**src/rtl/core/sfe_pkg.sv**
```systemverilog
// ----------------------------------------------------------------------------
// sfe_pkg
// Shared types and constants of the seasonal factor extrapolation core.
// ----------------------------------------------------------------------------
package sfe_pkg;

	// signed width of the wide arithmetic path (products, powers, weight)
	localparam int VW   = 48;
	// signed width of the weight numerator weight*(ratio-1.0)
	localparam int NUMW = 40;
	// width of the difference and power counters
	localparam int KW   = 4;

	localparam logic signed [VW-1:0] ONE_Q16 = 48'sd65536;
	localparam logic signed [VW-1:0] CAP_POW = 48'sd8796093022208;   // 2^43
	localparam logic signed [VW-1:0] CAP_MUL = 48'sd70368744177664;  // 2^46

	localparam logic [1:0] OP_WRITE = 2'd0;
	localparam logic [1:0] OP_READ  = 2'd1;
	localparam logic [1:0] OP_RUN   = 2'd2;

	localparam logic [2:0] CFG_SPAN_BEGIN = 3'd0;
	localparam logic [2:0] CFG_SPAN_END   = 3'd1;
	localparam logic [2:0] CFG_EXTEND_END = 3'd2;
	localparam logic [2:0] CFG_PERIOD     = 3'd3;
	localparam logic [2:0] CFG_DIFF_ORDER = 3'd4;
	localparam logic [2:0] CFG_WEIGHT     = 3'd5;
	localparam logic [2:0] CFG_RATIO      = 3'd6;

	typedef enum logic [3:0] {
		S_IDLE, S_POW, S_POWW, S_WT, S_DIVW, S_COEF, S_COEFW,
		S_PT0, S_PT1, S_TA, S_TB, S_TC, S_TW, S_NEXT
	} state_t;

	typedef struct packed {
		logic                 start;
		logic signed [VW-1:0] a;
		logic signed [VW-1:0] b;
	} mul_req_t;

	typedef struct packed {
		logic                   start;
		logic signed [NUMW-1:0] num;
		logic signed [VW-1:0]   den;
	} div_req_t;

endpackage

```
**src/rtl/core/sfe_mul.sv**
```systemverilog
// ----------------------------------------------------------------------------
// sfe_mul
// Serial signed Q16 multiplier, one multiplier bit per cycle, rounded half
// away from zero and saturated at magnitude 2^46.
// ----------------------------------------------------------------------------
module sfe_mul (
	input  logic                        clk,
	input  logic                        arst_n,
	input  sfe_pkg::mul_req_t           req,
	output logic                        done,
	output logic signed [sfe_pkg::VW-1:0] res
);

	localparam int VW  = sfe_pkg::VW;
	localparam int PRW = 2 * VW;
	localparam int CW  = $clog2(VW);

	logic [VW-1:0]  ua_q, ub_q;
	logic [PRW-1:0] prod_q;
	logic           neg_q;
	logic [CW-1:0]  cnt_q;
	logic           run_q, fin_q;

	logic [VW-1:0]  ua_c, ub_c;
	logic [PRW:0]   rnd_sum;
	logic [PRW-16:0] rnd;
	logic [VW-1:0]  mag_r;

	assign ua_c = req.a[VW-1] ? VW'(-req.a) : VW'(req.a);
	assign ub_c = req.b[VW-1] ? VW'(-req.b) : VW'(req.b);

	always_ff @(posedge clk or negedge arst_n) begin
		if (!arst_n) begin
			run_q <= 1'b0;
			fin_q <= 1'b0;
		end else begin
			fin_q <= 1'b0;
			if (req.start) begin
				run_q <= 1'b1;
			end else if (run_q && cnt_q == CW'(VW - 1)) begin
				run_q <= 1'b0;
				fin_q <= 1'b1;
			end
		end
	end

	always_ff @(posedge clk) begin
		if (req.start) begin
			ua_q   <= ua_c;
			ub_q   <= ub_c;
			neg_q  <= req.a[VW-1] ^ req.b[VW-1];
			prod_q <= '0;
			cnt_q  <= '0;
		end else if (run_q) begin
			// shift in the next multiplier bit, MSB first
			prod_q <= {prod_q[PRW-2:0], 1'b0} + (ub_q[VW-1] ? PRW'(ua_q) : '0);
			ub_q   <= {ub_q[VW-2:0], 1'b0};
			cnt_q  <= cnt_q + 1'b1;
		end
	end

	assign rnd_sum = {1'b0, prod_q} + (PRW+1)'(32768);
	assign rnd     = rnd_sum[PRW:16];
	assign mag_r   = (rnd > (PRW-15)'(sfe_pkg::CAP_MUL)) ? VW'(sfe_pkg::CAP_MUL) : VW'(rnd);
	assign res     = neg_q ? -$signed(mag_r) : $signed(mag_r);
	assign done    = fin_q;

endmodule

```
**config.mk**
```make
export PLATFORM = sky130hd
export DESIGN_NAME = sfe_mul
export DESIGN_NICKNAME = d
export VERILOG_FILES = /design/src/rtl/core/sfe_pkg.sv /design/src/rtl/core/sfe_mul.sv
export SDC_FILE = /design/constraint.sdc
export NUM_CORES = 1
export LEC_CHECK = 0
export BUFFER_PORTS_ARGS = -buffer_cell sky130_fd_sc_hd__buf_2
export CORE_ASPECT_RATIO = 0.9
export CORE_MARGIN = 2
export CORE_UTILIZATION = 56
export CTS_CLUSTER_DIAMETER = 80
export DETAILED_ROUTE_END_ITERATION = 8
export PLACE_DENSITY = 0.84
export SYNTH_ARGS = -nofsm -noshare
export SYNTH_HDL_FRONTEND = slang
export SYNTH_SLANG_ARGS = --single-unit
```
**constraint.sdc**
```tcl
create_clock -name clk -period 5.9 [get_ports clk]
set_clock_uncertainty 0.05 [all_clocks]
set_input_delay 0.295 -clock clk [delete_from_list [all_inputs] [get_ports clk]]
set_output_delay 0.295 -clock clk [all_outputs]
set_load 0.005 [all_outputs]
```
After elaboration in Yosys (flattened, before gate mapping)
Index checks and enable logic that the tools add are counted.
Word-level totals
  word-level logic and storage cells: 31
  input port bits: 99
  bits in registers: 201
Operators by class
  reduce and logical (&&, ||, !) cells: 3
  mux-type cells: 11
  bitwise operators: 1
  add/subtract/negate cells: 6
  equal/unequal tests: 1
  order comparisons: 1
Operators with widths (number)
  $mux W48: 6
  $neg A48 Y48: 3
  $add A96 B16 Y97 const B: 1
  $add A96 B48 Y96: 1
  $gt A81 B47 Y1 const B: 1
  $mux W47: 1
  $add A6 B1 Y6 const B: 1
  $eq A6 B6 Y1 const B: 1
  $mux W1: 4
  $reduce_bool A2 Y1: 2
  $logic_and A1 B1 Y1: 1
  $xor A1 B1 Y1: 1

Logic depth before layout (Yosys ltp)
  depth in word-level cells: 5
  mapped depth: 25
  mapped depth without buffers: 21

Least setup slack after synthesis
OpenSTA, ideal clock, no wires.
  path type: register -> output
  start: register prod_q[31]
  end: output res[42] in the netlist's numbering
  stages on the path, launching flop included: 23
  data arrival time: 5.297 ns
  buffers on the path: 2
  slack: 0.258 ns
  data required time: 5.555 ns
  cells stage by stage: dfxtp_1 > buf_2 > nand4_4 > nor3_1 > nand4_1 > or3_1 > xnor2_1 > nor2b_1 > nor4b_1 > o211ai_2 > buf_4 > inv_1 > nand2_1 > ha_1 > inv_1 > or3_1 > nor4b_1 > nand3_1 > nor2_1 > nand2b_1 > o41ai_1 > xnor2_1 > o21ai_1
Between the ends
  longest elaborated chain between the ends: 5
Ends and longest elaborated chain
  from (decl): RTL line sfe_mul.sv:19  | logic [PRW-1:0] prod_q;
  from (signal assigned): RTL line sfe_mul.sv:56  | prod_q <= {prod_q[PRW-2:0], 1'b0} + (ub_q[VW-1] ? PRW'(ua_q) : '0);
  $add A96 B16 Y97 *: RTL line sfe_mul.sv:62  | assign rnd_sum = {1'b0, prod_q} + (PRW+1)'(32768);
  $gt A81 B47 Y1: RTL line sfe_mul.sv:64  | assign mag_r = (rnd > (PRW-15)'(sfe_pkg::CAP_MUL)) ? VW'(sfe_pkg::CAP_MUL) : VW'(rnd);
  $mux W48 *: RTL line sfe_mul.sv:64
  $neg A48 Y48: RTL line sfe_mul.sv:65  | assign res = neg_q ? -$signed(mag_r) : $signed(mag_r);
  $mux W48 *: RTL line sfe_mul.sv:65
  to (decl): RTL line sfe_mul.sv:11  | output logic signed [sfe_pkg::VW-1:0] res
Mark *: on every way between the ends. The rest lies on a longest branch, timed or not.

Worst setup path after layout
  start: register prod_q[34]
  end: output res[26] in the netlist's numbering
Same word-level chain as after synthesis.

==> flow_metrics.env <==
export IMPL_outcome="completed"
export IMPL_io_pins=148
export IMPL_start_util=0.5676
export IMPL_crit_family="simple AND/OR/NAND/NOR gates"
export IMPL_fin_util=0.6643
export IMPL_worstSetupEndpointType="output port"
export IMPL_max_freq_ghz=0.1737
export IMPL_synth_seq_cells=201
export IMPL_synth_edf_count=97
export IMPL_finalWeightedCongestion=1.006
export IMPL_cp_required_ns=5.56
export IMPL_core_area_um2=29880
export IMPL_ys_warnings_count=0
export IMPL_antenna_cells=0
export IMPL_internal_power_w=0.003182
export IMPL_hold_ws_ns=0.01532
export IMPL_p_sw_w=0.001510
export IMPL_fin_cells=2677
export IMPL_min_period_over_period=0.9757
export IMPL_cts_tree="built"
export IMPL_die_area_um2=31690
export IMPL_p_comb_frac=0.292
export IMPL_grt_overflow=0
export IMPL_numCtsBuffers=24
export IMPL_min_path_type="in2reg"
export IMPL_synth_area_um2=16960
export IMPL_antenna_found_initial=0
export IMPL_grt_start_max_net_pins=78
export IMPL_clock_path_buffers=3
export IMPL_syn_mean_instance_area_um2=8.018
export IMPL_synth_nets=2267
export IMPL_yosysUniqueCellTypes=81
export IMPL_synth_top_cell_by_area="edfxtp_1"
export IMPL_cap_violations=0
export IMPL_dp_cells=2603
export IMPL_drc_errors=0
export IMPL_grt_pass1_wl_um=83410
export IMPL_path_clk_slew_ns=0.06
export IMPL_rows=60
export IMPL_die_h_um=169.1
export IMPL_area_growth_pct=17.04
export IMPL_relSlewSlack=0.2532
export IMPL_fill_cells=2598
export IMPL_firstDrtPassIters=7
export IMPL_drtIter0Drc=2034
export IMPL_worst_setup_path_start_kind="flip-flop"
export IMPL_netlist_top_cells_count="225 x nor2_1, 179 x xnor2_1, 139 x clkbuf_1"
export IMPL_arrival_ns=5.41
export IMPL_peakVddDrop_uv=193.9
export IMPL_path_buf_inv=4
export IMPL_final_nets=2408
export IMPL_wl_per_cell_um=19.59
export IMPL_p_per_area_nw_per_um2=236.4
export IMPL_dp_hpwl_um=38320
export IMPL_synthArstFlopShare=0.009950
export IMPL_pwr_share_clk=0.349
export IMPL_layout_min_cycle_time_ns=5.757
export IMPL_cts_sinks=201
export IMPL_h_tree_depth=1
export IMPL_slowest_stage="or4_4"
export IMPL_grtUsageTotal=0.3206
export IMPL_wl_um=52440
export IMPL_pwr_share_seq=0.359
export IMPL_crit_fanout=7
export IMPL_worstSkewPairLatency_ns=0.56
export IMPL_synth_top_area_frac=0.1718
export IMPL_syn_inst=2115
export IMPL_finalHoldViolations=0
export IMPL_ys_seq_area_frac=0.2951
export IMPL_fp_dieW_um=187.4
export IMPL_path_class="reg2out"
export IMPL_vias=17080
export IMPL_synth_most_common_cell="nor2_1"
export IMPL_cp_cell_sequence="buf_4 -> nand4_1 -> or4_4 -> nor3_1 -> mux2_2 -> o22a_1 -> nand4_1 -> nor4b_4 -> o211ai_4 -> nand2b_4 -> ha_4 -> inv_2 -> or3_4 -> nor4b_4 -> nand3_2 -> nor2_4 -> buf_12 -> nand2_1 -> o31ai_2 -> xnor2_1 -> o21ai_0 -> buf_2"
export IMPL_ant_nets=0
export IMPL_final_layout_size_suffix_gt1_frac=0.1838
export IMPL_drv_slew=0
export IMPL_tightest_slew_ns=1.116
export IMPL_synth_area_leaders="edfxtp_1 17%, dfxtp_1 12%, xnor2_1 9.2%"
export IMPL_routed_via_density=6.379
export IMPL_io_buffer_count=147
export IMPL_p_leak_nw=7.661
export IMPL_grt_pass1_vias=15810
export IMPL_synth_flop_cell="dfxtp_1"
export IMPL_p_sw_frac=0.3218
export IMPL_setup_viol=0
export IMPL_slowest_delay_ns=0.60
export IMPL_cts_root_buf="clkbuf_16"
through the flow:
| step | worst slack, ns | setup TNS [ns] | total power, W | instance area [um2] |
|---|---|---|---|---|
| finish | 0.1435 | 0 | 0.004692 | 19850 |
| global route | -0.08971 | -0.1699 | 0.004897 | 19850 |
| CTS | 0.002759 | 0 | 0.004639 | 19560 |
| detailed placement | 0.06019 | 0 | 0.002985 | 18370 |
| global placement | 0.1980 | 0 | 0.002951 | 18370 |
| floorplan | 0.2579 | 0 | 0.002526 | 16960 |
worst paths after layout:
| check | start | end | slack [ns] | cells after the start |
|---|---|---|---|---|
| max | prod_q[34]$_SDFFE_PP0P_ | res[26] | 0.14 | 22 |
| min | req[79] | ua_q[31]$_DFFE_PP_ | 0.02 | 2 |
| max reg2reg | ub_q[47]$_DFFE_PP_ | prod_q[75]$_SDFFE_PP0P_ | 0.69 | 15 |
| min reg2reg | prod_q[14]$_SDFFE_PP0P_ | prod_q[14]$_SDFFE_PP0P_ | 0.43 | 2 |
| max in group asynchronous | arst_n | run_q$_DFFE_PN0P_ | 5.63 | 2 |
| min in group asynchronous | arst_n | run_q$_DFFE_PN0P_ | 0.07 | 2 |
repair_timing:
item | 4_1_cts | 5_1_grt
hold endpoints to repair | 13 | 0
gates cloned | 0 | 0
pin swaps | 11 | 23
hold buffers | 12 | 0
resized for setup | 44 | 44
setup buffers | 4 | 14
endpoints found under the setup margin | 23 | 17
power groups by stage:
stage	combinational, W	clock, W	sequential [W]
after floorplan	0.000852	0	0.00167
after global placement	0.00125	0	0.00170
after detailed placement	0.00128	0	0.00171
after CTS	0.00131	0.00165	0.00168
after global routing	0.00149	0.00170	0.00170
final	0.00137	0.00164	0.00169
cells by family (layout without fill, tap and decap cells):
kind of cell    Yosys count  in the layout  synth area share
compound gates          512            512            0.1986
xor+xnor                265            265            0.1369
fa+ha+maj                53             53           0.03955
buf+inv                 200            359           0.04685
flops                   201            201            0.2951
mux                      32             32           0.01911
simple gates            852            852            0.2639
layout make-up:
cell class | instances | area (um2) | share of cell area
well taps | 403 | 504.2 | 0.02541
flip-flops and latches | 201 | 5037 | 0.2538
repair buffers | 281 | 1822 | 0.09179
multi-input cells | 1714 | 11470 | 0.5781
clock inverters | 14 | 210.2 | 0.01059
clock buffers | 30 | 673.1 | 0.03392
inverters | 34 | 127.6 | 0.006430
flip-flops by register name, summed over array words and instances, names as in the netlist:
register  flops
done          1
prod_q       96
cnt_q         6
neg_q         1
ub_q         48
ua_q         48
run_q         1
cells in the final DEF (no fill, tap or decap), types with 18 or more instances in the layout:
master     synthesis  layout
nor2_1           225     223
xnor2_1          179     178
buf_2             17     146
nand2_1          132     130
a21oi_1          122     122
buf_4              2     115
o21ai_0          108     104
edfxtp_1          97      97
xor2_1            86      86
dfxtp_1          102      83
nand3_1           68      65
a211oi_1          63      63
and2_1            59      59
nor3_1            59      57
nand4_1           54      54
ha_1              52      50
or3_1             47      44
o31ai_1           42      40
nor4_1            46      33
a21o_1            33      33
and3_1            32      32
inv_1             33      31
mux2i_1           29      29
clkbuf_16          0      24
or4_1             26      20
nand2b_1          21      19
o41ai_1           20      18
metal layers:
| layer | share of wire | GRT usage | wire length [um] | up-vias |
|---|---|---|---|---|
| met5 | 0 | 0 | 0 | - |
| met4 | 0.036 | 0.1092 | 1885 | 0 |
| met3 | 0.090 | 0.05660 | 4710 | 148 |
| met2 | 0.44 | 0.5025 | 22840 | 854 |
| met1 | 0.44 | 0.4478 | 23010 | 8008 |
| li1 | - | - | - | 8066 |
No activity file was read; power rests on OpenSTA's default activity.
