`src/rtl/core/sfe_pkg.sv`:
```
// ----------------------------------------------------------------------------
// sfe_pkg
// Shared types and constants of the seasonal factor extrapolation core.
// ----------------------------------------------------------------------------
package sfe_pkg;

	// signed width of the wide arithmetic path (products, powers, weight)
	localparam int VW   = 48;
	// signed width of the weight numerator weight*(ratio-1.0)
	localparam int NUMW = 40;
	// width of the difference and power counters
	localparam int KW   = 4;

	localparam logic signed [VW-1:0] ONE_Q16 = 48'sd65536;
	localparam logic signed [VW-1:0] CAP_POW = 48'sd8796093022208;   // 2^43
	localparam logic signed [VW-1:0] CAP_MUL = 48'sd70368744177664;  // 2^46

	localparam logic [1:0] OP_WRITE = 2'd0;
	localparam logic [1:0] OP_READ  = 2'd1;
	localparam logic [1:0] OP_RUN   = 2'd2;

	localparam logic [2:0] CFG_SPAN_BEGIN = 3'd0;
	localparam logic [2:0] CFG_SPAN_END   = 3'd1;
	localparam logic [2:0] CFG_EXTEND_END = 3'd2;
	localparam logic [2:0] CFG_PERIOD     = 3'd3;
	localparam logic [2:0] CFG_DIFF_ORDER = 3'd4;
	localparam logic [2:0] CFG_WEIGHT     = 3'd5;
	localparam logic [2:0] CFG_RATIO      = 3'd6;

	typedef enum logic [3:0] {
		S_IDLE, S_POW, S_POWW, S_WT, S_DIVW, S_COEF, S_COEFW,
		S_PT0, S_PT1, S_TA, S_TB, S_TC, S_TW, S_NEXT
	} state_t;

	typedef struct packed {
		logic                 start;
		logic signed [VW-1:0] a;
		logic signed [VW-1:0] b;
	} mul_req_t;

	typedef struct packed {
		logic                   start;
		logic signed [NUMW-1:0] num;
		logic signed [VW-1:0]   den;
	} div_req_t;

endpackage

```
`src/rtl/core/sfe_div.sv`:
```
// ----------------------------------------------------------------------------
// sfe_div
// Serial restoring divider, one quotient bit per cycle, quotient rounded
// half away from zero.
// ----------------------------------------------------------------------------
module sfe_div (
	input  logic                          clk,
	input  logic                          arst_n,
	input  sfe_pkg::div_req_t             req,
	output logic                          done,
	output logic signed [sfe_pkg::VW-1:0] quot
);

	localparam int VW   = sfe_pkg::VW;
	localparam int NUMW = sfe_pkg::NUMW;
	localparam int DW   = VW + 1;
	localparam int CW   = $clog2(DW);

	logic [DW-1:0]   nq_q, rem_q;
	logic [VW-1:0]   dv_q;
	logic            neg_q;
	logic [CW-1:0]   cnt_q;
	logic            run_q, fin_q;

	logic [NUMW-1:0] un_c;
	logic [VW-1:0]   ud_c;
	logic [DW-1:0]   trial;
	logic            ge;

	assign un_c  = req.num[NUMW-1] ? NUMW'(-req.num) : NUMW'(req.num);
	assign ud_c  = req.den[VW-1] ? VW'(-req.den) : VW'(req.den);
	assign trial = {rem_q[DW-2:0], nq_q[DW-1]};
	assign ge    = trial >= {1'b0, dv_q};

	always_ff @(posedge clk or negedge arst_n) begin
		if (!arst_n) begin
			run_q <= 1'b0;
			fin_q <= 1'b0;
		end else begin
			fin_q <= 1'b0;
			if (req.start) begin
				run_q <= 1'b1;
			end else if (run_q && cnt_q == CW'(DW - 1)) begin
				run_q <= 1'b0;
				fin_q <= 1'b1;
			end
		end
	end

	always_ff @(posedge clk) begin
		if (req.start) begin
			// add half the divisor up front for rounding
			nq_q  <= DW'(un_c) + DW'(ud_c >> 1);
			dv_q  <= ud_c;
			rem_q <= '0;
			neg_q <= req.num[NUMW-1] ^ req.den[VW-1];
			cnt_q <= '0;
		end else if (run_q) begin
			rem_q <= ge ? (trial - {1'b0, dv_q}) : trial;
			nq_q  <= {nq_q[DW-2:0], ge};
			cnt_q <= cnt_q + 1'b1;
		end
	end

	assign quot = neg_q ? -$signed(nq_q[VW-1:0]) : $signed(nq_q[VW-1:0]);
	assign done = fin_q;

endmodule
```
`config.mk`:
```
export PLATFORM = sky130hd
export DESIGN_NAME = sfe_div
export DESIGN_NICKNAME = d
export VERILOG_FILES = /design/src/rtl/core/sfe_pkg.sv /design/src/rtl/core/sfe_div.sv
export SDC_FILE = /design/constraint.sdc
export NUM_CORES = 1
export LEC_CHECK = 0
export BUFFER_PORTS_ARGS = -buffer_cell sky130_fd_sc_hd__buf_2
export CORE_MARGIN = 10
export CORE_UTILIZATION = 30
export CTS_CLUSTER_SIZE = 28
export DETAILED_ROUTE_END_ITERATION = 6
export GPL_TIMING_DRIVEN = 0
export REMOVE_ABC_BUFFERS = 1
export SLEW_MARGIN = 0
export SYNTH_ARGS = -nofsm -noshare
export SYNTH_HDL_FRONTEND = slang
export SYNTH_SLANG_ARGS = --single-unit
```
`constraint.sdc`:
```
create_clock -name clk -period 7.5 [get_ports clk]
set_clock_uncertainty 0.2 [all_clocks]
set_input_delay 0.75 -clock clk [delete_from_list [all_inputs] [get_ports clk]]
set_output_delay 0.75 -clock clk [all_outputs]
set_load 0.005 [all_outputs]
```
# --- Word-level counts from Yosys, hierarchy flattened ---
# Index checks and enable logic that the tools add are counted.
totals:
  register_bits: 154
classes:
  add_sub_neg: 6
  magnitude_cmp: 1
  n_eq_ne: 1
  n_mux: 10
  bitwise: 1
  n_reduce_logical: 3
op_table:
  columns: ["operator", "n"]
  rows:
  - ["48-bit 2-to-1 mux", 3]
  - ["49-bit 2-to-1 mux", 2]
  - ["48-bit negator", 2]
  - ["49-bit by 48-bit >= comparator with 1-bit output", 1]
  - ["40-bit by 47-bit adder with 48-bit output", 1]
  - ["48-bit subtractor", 1]
  - ["40-bit 2-to-1 mux", 1]
  - ["40-bit negator", 1]
  - ["6-bit by 1-bit adder with 6-bit output (second input constant)", 1]
  - ["6-bit == test (second input constant)", 1]
  - ["1-bit 2-to-1 mux", 4]
  - ["2-bit nonzero test", 2]
  - ["1-bit logical AND", 1]
  - ["1-bit bitwise XOR", 1]

# --- Depth between registers and ports, before layout ---
# Gate-level depths: netlist of run 1.
logic_depth:
  ltp_word: 4
  depth_mapped: 22
  depth_no_buf: 20

# --- Worst setup path before layout of run 1 ---
# OpenSTA, ideal clock, no wires.
synth_timing:
  kind: "input to register"
  start: "input req[47] (netlist bit)"
  end: "register nq_q[38], data pin"
  arrival_ns: 5.609
  path_slack_ns: 1.431
  cell_stages: 21
  n_path_buf: 5
  path_cell_list: "clkbuf_1 > clkbuf_1 > clkbuf_1 > clkbuf_1 > buf_1 > nand2_1 > xnor2_1 > ha_1 > and3_1 > a221o_1 > a31oi_1 > o221ai_1 > a311oi_1 > a2111oi_0 > a31oi_1 > or3b_2 > a21o_1 > a21boi_0 > a31oi_1 > xnor2_1 > mux2_2"
synth_between:
  elab_chain_cells: 3
synth_rtl:
  columns: ["item", "line", "source"]
  rows:
  - ["start, declared", "sfe_div.sv:9", "input sfe_pkg::div_req_t req,"]
  - ["48-bit 2-to-1 mux", "sfe_div.sv:31", "assign ud_c = req.den[VW-1] ? VW'(-req.den) : VW'(req.den);"]
  - ["named net ud_c[7]", "sfe_div.sv:26", "logic [VW-1:0] ud_c;"]
  - ["40-bit by 47-bit adder with 48-bit output", "sfe_div.sv:53", "nq_q <= DW'(un_c) + DW'(ud_c >> 1);"]
  - ["49-bit 2-to-1 mux", "sfe_div.sv:51", "if (req.start) begin"]
  - ["end signal, assigned", "sfe_div.sv:53", null]
  - ["end signal, assigned", "sfe_div.sv:60", "nq_q <= {nq_q[DW-2:0], ge};"]
  - ["end, declared", "sfe_div.sv:19", "logic [DW-1:0] nq_q, rem_q;"]
# The timed path passes the listed nets, and every way through them passes these cells.
# A chain may end at the register's enable or synchronous reset.

# --- Final worst setup path of run 1 ---
layout_timing:
  start: "input req[5] (netlist bit)"
  end: "register nq_q[38], data pin"
layout_between:
  elab_chain_cells: 4
layout_rtl:
  columns: ["item", "line"]
  rows:
  - ["48-bit negator", "sfe_div.sv:31"]
  - ["48-bit 2-to-1 mux", "sfe_div.sv:31"]
  - ["named net ud_c[8]", "sfe_div.sv:26"]
  - ["40-bit by 47-bit adder with 48-bit output", "sfe_div.sv:53"]
  - ["49-bit 2-to-1 mux", "sfe_div.sv:51"]
# The timed path passes the listed nets, and every way through them passes these cells.

==> out/metrics.cfg, run 1 <==
[cells_and_area]
final.fill_count = 4774
final_cell_mix = xnor2_1, buf_2, nor2_1, a21oi_1, o21ai_0
final_common_cell = xnor2_1
ff_latch_area_mm2 = 0.00408
multi_input_area_mm2 = 0.00932
area_growth_pct = 14.2
postLayoutCoreUtil = 0.349
drive_gt1_frac = 0.127
num-nets-final = 1911

[timing]
worstMarginPinSlew_ns = 1.10
post-route-period-util = 0.865
setup_violations = 0
min_period_ns = 6.49
hold_ws_ns = 0.289
slew_viol_final = 0
fmax_mhz = 154
rsz0062_at_grt = no
slew_headroom = 0.263
hold_viol_final = 0

[yosys]
yosysTopAreaCellShare = 0.211
synth.distinct_cells = 73
syn_area_mm2 = 0.0140
synth_warnings = 0
async_flop_share = 0.0130
synth_top_cell_by_area = edfxtp_1
synth.area.top_cells = edfxtp_1, xnor2_1, ha_1, dfxtp_1, a21oi_1
synth_area_per_cell_um2 = 8.62
ys_ff_latch = 154
syn_inst = 1620
synth-edff-count = 98
ys_seq_area_frac = 0.292
synth_ff_type = edfxtp_1

[floorplanning]
row_count = 78
core_area_mm2 = 0.0457
start_util = 0.306
die_y_um = 236
dieArea_mm2 = 0.0556
die_w_um = 236
ios = 140

[pwr]
total_leakage_power_nw = 6.30
powerDensity_mw_per_mm2 = 197
p_int_mw = 2.02
finalPower_mw = 3.14
p_comb_frac = 0.347
switching_share = 0.358
switching_power_mw = 1.12
seqPwrFrac = 0.380
vdd_drop_max_mv = 0.166
power_frac_clock = 0.273

[worst_setup_path]
crit_type = in2reg
cp.arrival_ns = 6.48
crit_slowest_cell = a2111oi_0
critPathMaxFanout = 9
path_delay_family = compound AO/OA/AOI/OAI gates
reg2reg_from = dv_q[1]$_DFFE_PP_
end_kind = flop
worst_r2r_path_depth = 15
r2r_slack_ns = 2.90
slowest_delay_ns = 0.73
timing.rr.end = nq_q[0]$_DFFE_PP_
cp_num_buf_inv = 1
path_cells = buf_2, or4_1, or2_2, o21ai_0, xnor2_1, ha_1, and3_1, a221o_1, a31oi_1, o221ai_1, a311oi_1, a2111oi_0, a31oi_1, or3b_2, a21o_1, a21boi_0, a31oi_1, xnor2_1, mux2_2
path_common_cell = a31oi_1
cp.required_ns = 7.50
cp-start-kind = primary input

[placed_design]
dp_hpwl_um = 32400
gp_congestion = 0.889
io_buffers = 139

[drt]
drtIter0Drc = 880
routed_via_density = 5.30
wl_per_cell_um = 17.5
wl_um = 41200
antenna_left = 0
drc = 0
drt_pass1_iterations = 5
routed-via-count = 12500

[clock_network]
cts_tree = built
clock_latency_ns = 0.45
cts_max_level = 4
hold_buffers = 1
postCtsSetupBuffers = 0
path_clk_slew_ns = 0.07
cts_made_buffers = 17
cts_resized = 0
cts.path.max_buffers = 2
cts-root-buf = clkbuf_16
cts_num_sinks = 154

[run_status]
status = completed

[grt]
antenna_found_initial = 16
grt_use_total = 0.144
grt_remaining_overflow = 0
grt_pass1_wl_um = 66300
grt_pass1_vias = 12300
grt_max_degree = 105

[worst_hold_path]
worstHoldEndpoint = rem_q[34]$_SDFFE_PP0P_
min_from = rem_q[34]$_SDFFE_PP0P_
hp-class = reg2reg
hold_depth = 2

[run]
max-cap-violations = 0

## logic make-up after synthesis
kind of cell | share of synthesized area
adder cells (fa/ha/maj) | 0.0853
buffers and inverters | 0.0418
AND/OR/NAND/NOR | 0.158
XOR/XNOR | 0.162
flip-flops | 0.292
multiplexers | 0.0433
AO/OA/AOI/OAI | 0.218
## worst register-to-register path, cell delays in order (launching register included)
cell and delay (ns):
edfxtp_1 0.45, inv_1 0.08, ha_1 0.23, nor2b_1 0.14
o21a_1 0.18, o21ai_0 0.23, a21oi_1 0.14, o311a_1 0.41
o21ai_0 0.26, a211oi_1 0.18, o21ai_0 0.32, a21o_1 0.21
and3_1 0.52, nor2_4 0.23, buf_12 0.27, mux2_2 0.30
## metal layers
| metal | track usage | share of wire | up-vias |
|---|---|---|---|
| met3 | 0.0294 | 0.057 | 75 |
| li1 | - | - | 6153 |
| met2 | 0.244 | 0.48 | 308 |
| met4 | 0.0701 | 0.029 | 10 |
| met5 | 0.00534 | 0.0014 | - |
| met1 | 0.171 | 0.43 | 5905 |
## synthesized netlist by cell type (all sizes together), types with 19 or more instances
library cell,count
nand2,106
nor2,116
or4,24
o31ai,40
a21oi,114
xor2,54
dfxtp,54
a21o,43
ha,92
o41ai,24
xnor2,202
nand3,33
a211oi,31
o21ai,113
mux2i,39
edfxtp,98
inv,95
clkbuf,54
mux2,19
or3,24
nand2b,26
## through the flow
stage | instance area [um^2] | cells | setup slack, ns | setup TNS [ns]
after global placement | 15200 | 2300 | -0.547 | -11.20
final | 15900 | 2350 | 1.01 | 0
after floorplan | 13700 | 1561 | 1.75 | 0
after CTS | 15900 | 2339 | 0.996 | 0
after detailed placement | 15300 | 2306 | 0.574 | 0
after global routing | 15900 | 2347 | 0.657 | 0
## power groups by stage
stage / clock network, mW / registers [mW] / logic [mW]
3_3_place_gp: 0 / 1.21 / 1.06
5_1_grt: 0.913 / 1.22 / 1.22
2_1_floorplan: 0 / 1.17 / 0.726
6_report: 0.859 / 1.19 / 1.09
3_5_place_dp: 0 / 1.21 / 1.08
4_1_cts: 0.885 / 1.19 / 1.10
## worst max-delay path by stage
stage,startpoint,to,slack [ns],cells past startpoint
finish,req[5],nq_q[38]$_DFFE_PP_,1.01,19
global route,req[5],nq_q[38]$_DFFE_PP_,0.66,19
CTS,nq_q[3]$_DFFE_PP_,quot[47],1.0,13
detailed placement,req[5],nq_q[41]$_DFFE_PP_,0.57,19
global placement,nq_q[48]$_SDFFCE_PP0P_,rem_q[47]$_SDFFE_PP0P_,-0.55,15
floorplan,req[5],nq_q[38]$_DFFE_PP_,1.75,18
## state kept, by name, indices dropped and copies added, names as in the netlist
signal / count
done: 1
cnt_q: 6
run_q: 1
nq_q: 49
dv_q: 48
neg_q: 1
rem_q: 48
## layout make-up
type | instances | share of cell area
clock buffers | 19 | 0.0285
clock inverters | 13 | 0.00667
flip-flops and latches | 154 | 0.256
repair buffers | 146 | 0.0536
well taps | 600 | 0.0471
inverters | 95 | 0.0224
diodes | 11 | 0.00173
multi-input cells | 1312 | 0.584
(Power assumes the default switching activity.)
==> run 2: changes to the inputs <==
--- a/config.mk
+++ b/config.mk
@@ -6,6 +6,7 @@
 export NUM_CORES = 1
 export LEC_CHECK = 0
 export BUFFER_PORTS_ARGS = -buffer_cell sky130_fd_sc_hd__buf_2
+export CAP_MARGIN = 15
 export CORE_MARGIN = 10
 export CORE_UTILIZATION = 30
 export CTS_CLUSTER_SIZE = 28
==> constraint.sdc (replaced) <==
create_clock -name clk -period 7.3 [get_ports clk]
set_clock_uncertainty 0.2 [all_clocks]
set_input_delay 0.73 -clock clk [delete_from_list [all_inputs] [get_ports clk]]
set_output_delay 0.73 -clock clk [all_outputs]
set_load 0.005 [all_outputs]
==> run 2 against run 1 <==
Via count increased by 0.55%. Register-to-register slack worse by 0.26 ns. Combinational power about the same. Largest power group unchanged. Critical path depth unchanged. Cell count barely moved. Routed wire length is 0.63% lower. Highest routed layer unchanged. Die area did not move. Critical endpoint is now nq_q[36]$_DFFE_PP_. Flip-flop and latch count unchanged. Count of clock-buffer cells in the layout up 1. Hold slack gained 0.0030 ns. Clock power rose by 4.3%.
==> out/metrics.cfg, run 2 (synthesis gave the netlist of run 1 again) <==
[run_status]
status = completed

[floorplanning]
start_util = 0.306  ; unchanged
core_area_mm2 = 0.0457  ; unchanged
row_count = 78  ; unchanged
die_w_um = 236  ; unchanged
ios = 140  ; unchanged
dieArea_mm2 = 0.0556  ; unchanged
die_y_um = 236  ; unchanged

[timing]
setup_violations = 0  ; unchanged
hold_viol_final = 0  ; unchanged
fin_ws_ns = 0.766  ; -0.245 ns
worstMarginPinSlew_ns = 1.11  ; +0.0120 ns
rsz0062_at_grt = no
setup_tns_ns = 0  ; unchanged
fmax_mhz = 153
post-route-period-util = 0.895
min_period_ns = 6.53
slew_headroom = 0.251  ; -0.0121
slew_viol_final = 0  ; unchanged

[pwr]
total_leakage_power_nw = 6.31  ; about the same
vdd_drop_max_mv = 0.168  ; +1.3%
powerDensity_mw_per_mm2 = 203  ; +3.1%

[worst_setup_path]
cp.required_ns = 7.30  ; -0.20 ns
crit_type = in2reg
cp.arrival_ns = 6.53  ; +0.05 ns
worst_r2r_path_depth = 15  ; unchanged
r2r_slack_ns = 2.64  ; -0.26 ns
end_kind = flop
critPathMaxFanout = 9  ; unchanged
timing.rr.end = nq_q[0]$_DFFE_PP_
cp-start-kind = primary input
reg2reg_from = dv_q[1]$_DFFE_PP_

[clock_network]
path_clk_slew_ns = 0.07  ; about the same
cts.path.max_buffers = 2  ; unchanged
clock_latency_ns = 0.45  ; about the same
cts_resized = 0  ; unchanged
hold_buffers = 1  ; unchanged
postCtsSetupBuffers = 0  ; unchanged
cts_num_sinks = 154  ; unchanged
cts_tree = built
cts_made_buffers = 17  ; unchanged
cts-root-buf = clkbuf_16
cts_max_level = 4  ; unchanged

[cells_and_area]
num-nets-final = 1911  ; unchanged
final.fill_count = 4790  ; +0.34%
multi_input_area_mm2 = 0.00932  ; unchanged
final_cell_mix = xnor2_1, buf_2, nor2_1, a21oi_1, o21ai_0
largest-register = nq_q
area_growth_pct = 14.2  ; about the same
drive_gt1_frac = 0.127  ; unchanged
reg.largest.list = nq_q x49, dv_q x48, rem_q x48
largest_reg_flops = 49  ; unchanged
fin_cells = 2349  ; -0.043%
ff_latch_area_mm2 = 0.00408  ; unchanged
final_common_cell = xnor2_1

[drt]
wl_um = 41000  ; -0.63%
antenna_left = 0  ; unchanged
drt_pass1_iterations = 6  ; +1
wl_per_cell_um = 17.4  ; -0.59%
routed-via-count = 12500  ; +0.55%
routed_via_density = 5.33  ; +0.60%
drc = 0  ; unchanged
drtIter0Drc = 880  ; unchanged

[placed_design]
io_buffers = 139  ; unchanged
dp_hpwl_um = 32400  ; about the same
dp_slack_ns = 0.380  ; -0.194 ns
placed_cells = 2306  ; unchanged
gp_congestion = 0.889  ; unchanged

[grt]
grt_remaining_overflow = 0  ; unchanged
antenna_found_initial = 15  ; -1
grt_use_total = 0.144  ; -0.000267
grt_pass1_wl_um = 66100  ; -0.32%
grt_max_degree = 105  ; unchanged
grt_pass1_vias = 12300  ; -0.28%

[worst_hold_path]
min_from = rem_q[29]$_SDFFE_PP0P_
hold_depth = 2  ; unchanged
worstHoldEndpoint = rem_q[29]$_SDFFE_PP0P_
hp-class = reg2reg

[run]
max-cap-violations = 0  ; unchanged

## run 2: cell types whose count changed in the layout (fill, tap and decap cells not counted)
cell,before,now
diode_2,11,10
clkinvlp_4,1,0
clkinv_4,2,3
inv_4,3,2
clkinv_2,1,0
inv_8,2,1
clkbuf_8,0,1
inv_6,4,6
## run 2: power by group
part,switching (mW),internal (mW)
Clock,0.420,0.476
Sequential,0.137,1.09
Combinational,0.601,0.520
Total,1.16,2.08
## run 2: final cells by class
class | count | share of cell area
inverters | 95 | 0.0224
multi-input cells | 1312 | 0.584
well taps | 600 | 0.0471
clock inverters | 12 | 0.00643
repair buffers | 146 | 0.0536
clock buffers | 20 | 0.0293
flip-flops and latches | 154 | 0.256
diodes | 10 | 0.00157
## run 2: how the worst max path moves through the flow
stage                                 from                     end  slack, ns
floorplan                           req[5]      nq_q[38]$_DFFE_PP_       1.57
global placement    nq_q[48]$_SDFFCE_PP0P_  rem_q[47]$_SDFFE_PP0P_      -0.75
detailed placement                  req[5]      nq_q[38]$_DFFE_PP_       0.38
CTS                      nq_q[3]$_DFFE_PP_                quot[47]       0.83
global route                        req[5]      nq_q[36]$_DFFE_PP_       0.51
finish                              req[5]      nq_q[36]$_DFFE_PP_       0.77
## run 2: worst max-delay path, cell delays in order
cell	delay, ns
buf_2	0.12
or4_1	0.63
or2_2	0.45
o21ai_0	0.23
xnor2_1	0.16
ha_1	0.38
and3_1	0.26
a221o_1	0.18
a31oi_1	0.08
o221ai_1	0.28
a311oi_1	0.15
a2111oi_0	0.75
a31oi_1	0.32
or3b_2	0.55
a21o_1	0.21
a21boi_0	0.41
o22ai_1	0.16
xor2_1	0.19
mux2_2	0.28
## run 2: stage by stage
| step | power, mW | utilization | hold WS (ns) | cell area, um^2 |
|---|---|---|---|---|
| after floorplan | 1.95 | - | 0.234 | 13700 |
| after CTS | 3.27 | 0.349 | 0.292 | 15900 |
| final | 3.24 | 0.349 | 0.292 | 15900 |
| after global routing | 3.45 | 0.349 | 0.322 | 15900 |
| after detailed placement | 2.35 | 0.336 | 0.282 | 15300 |
| after global placement | 2.34 | 0.332 | 0.271 | 15200 |
## run 2: metal layers
metal	GRT usage	vias up	wire length [um]
met3	0.0323	67	2040
li1	-	6181	-
met5	0	-	95
met2	0.242	297	19900
met4	0.0657	12	1050
met1	0.172	5963	17900
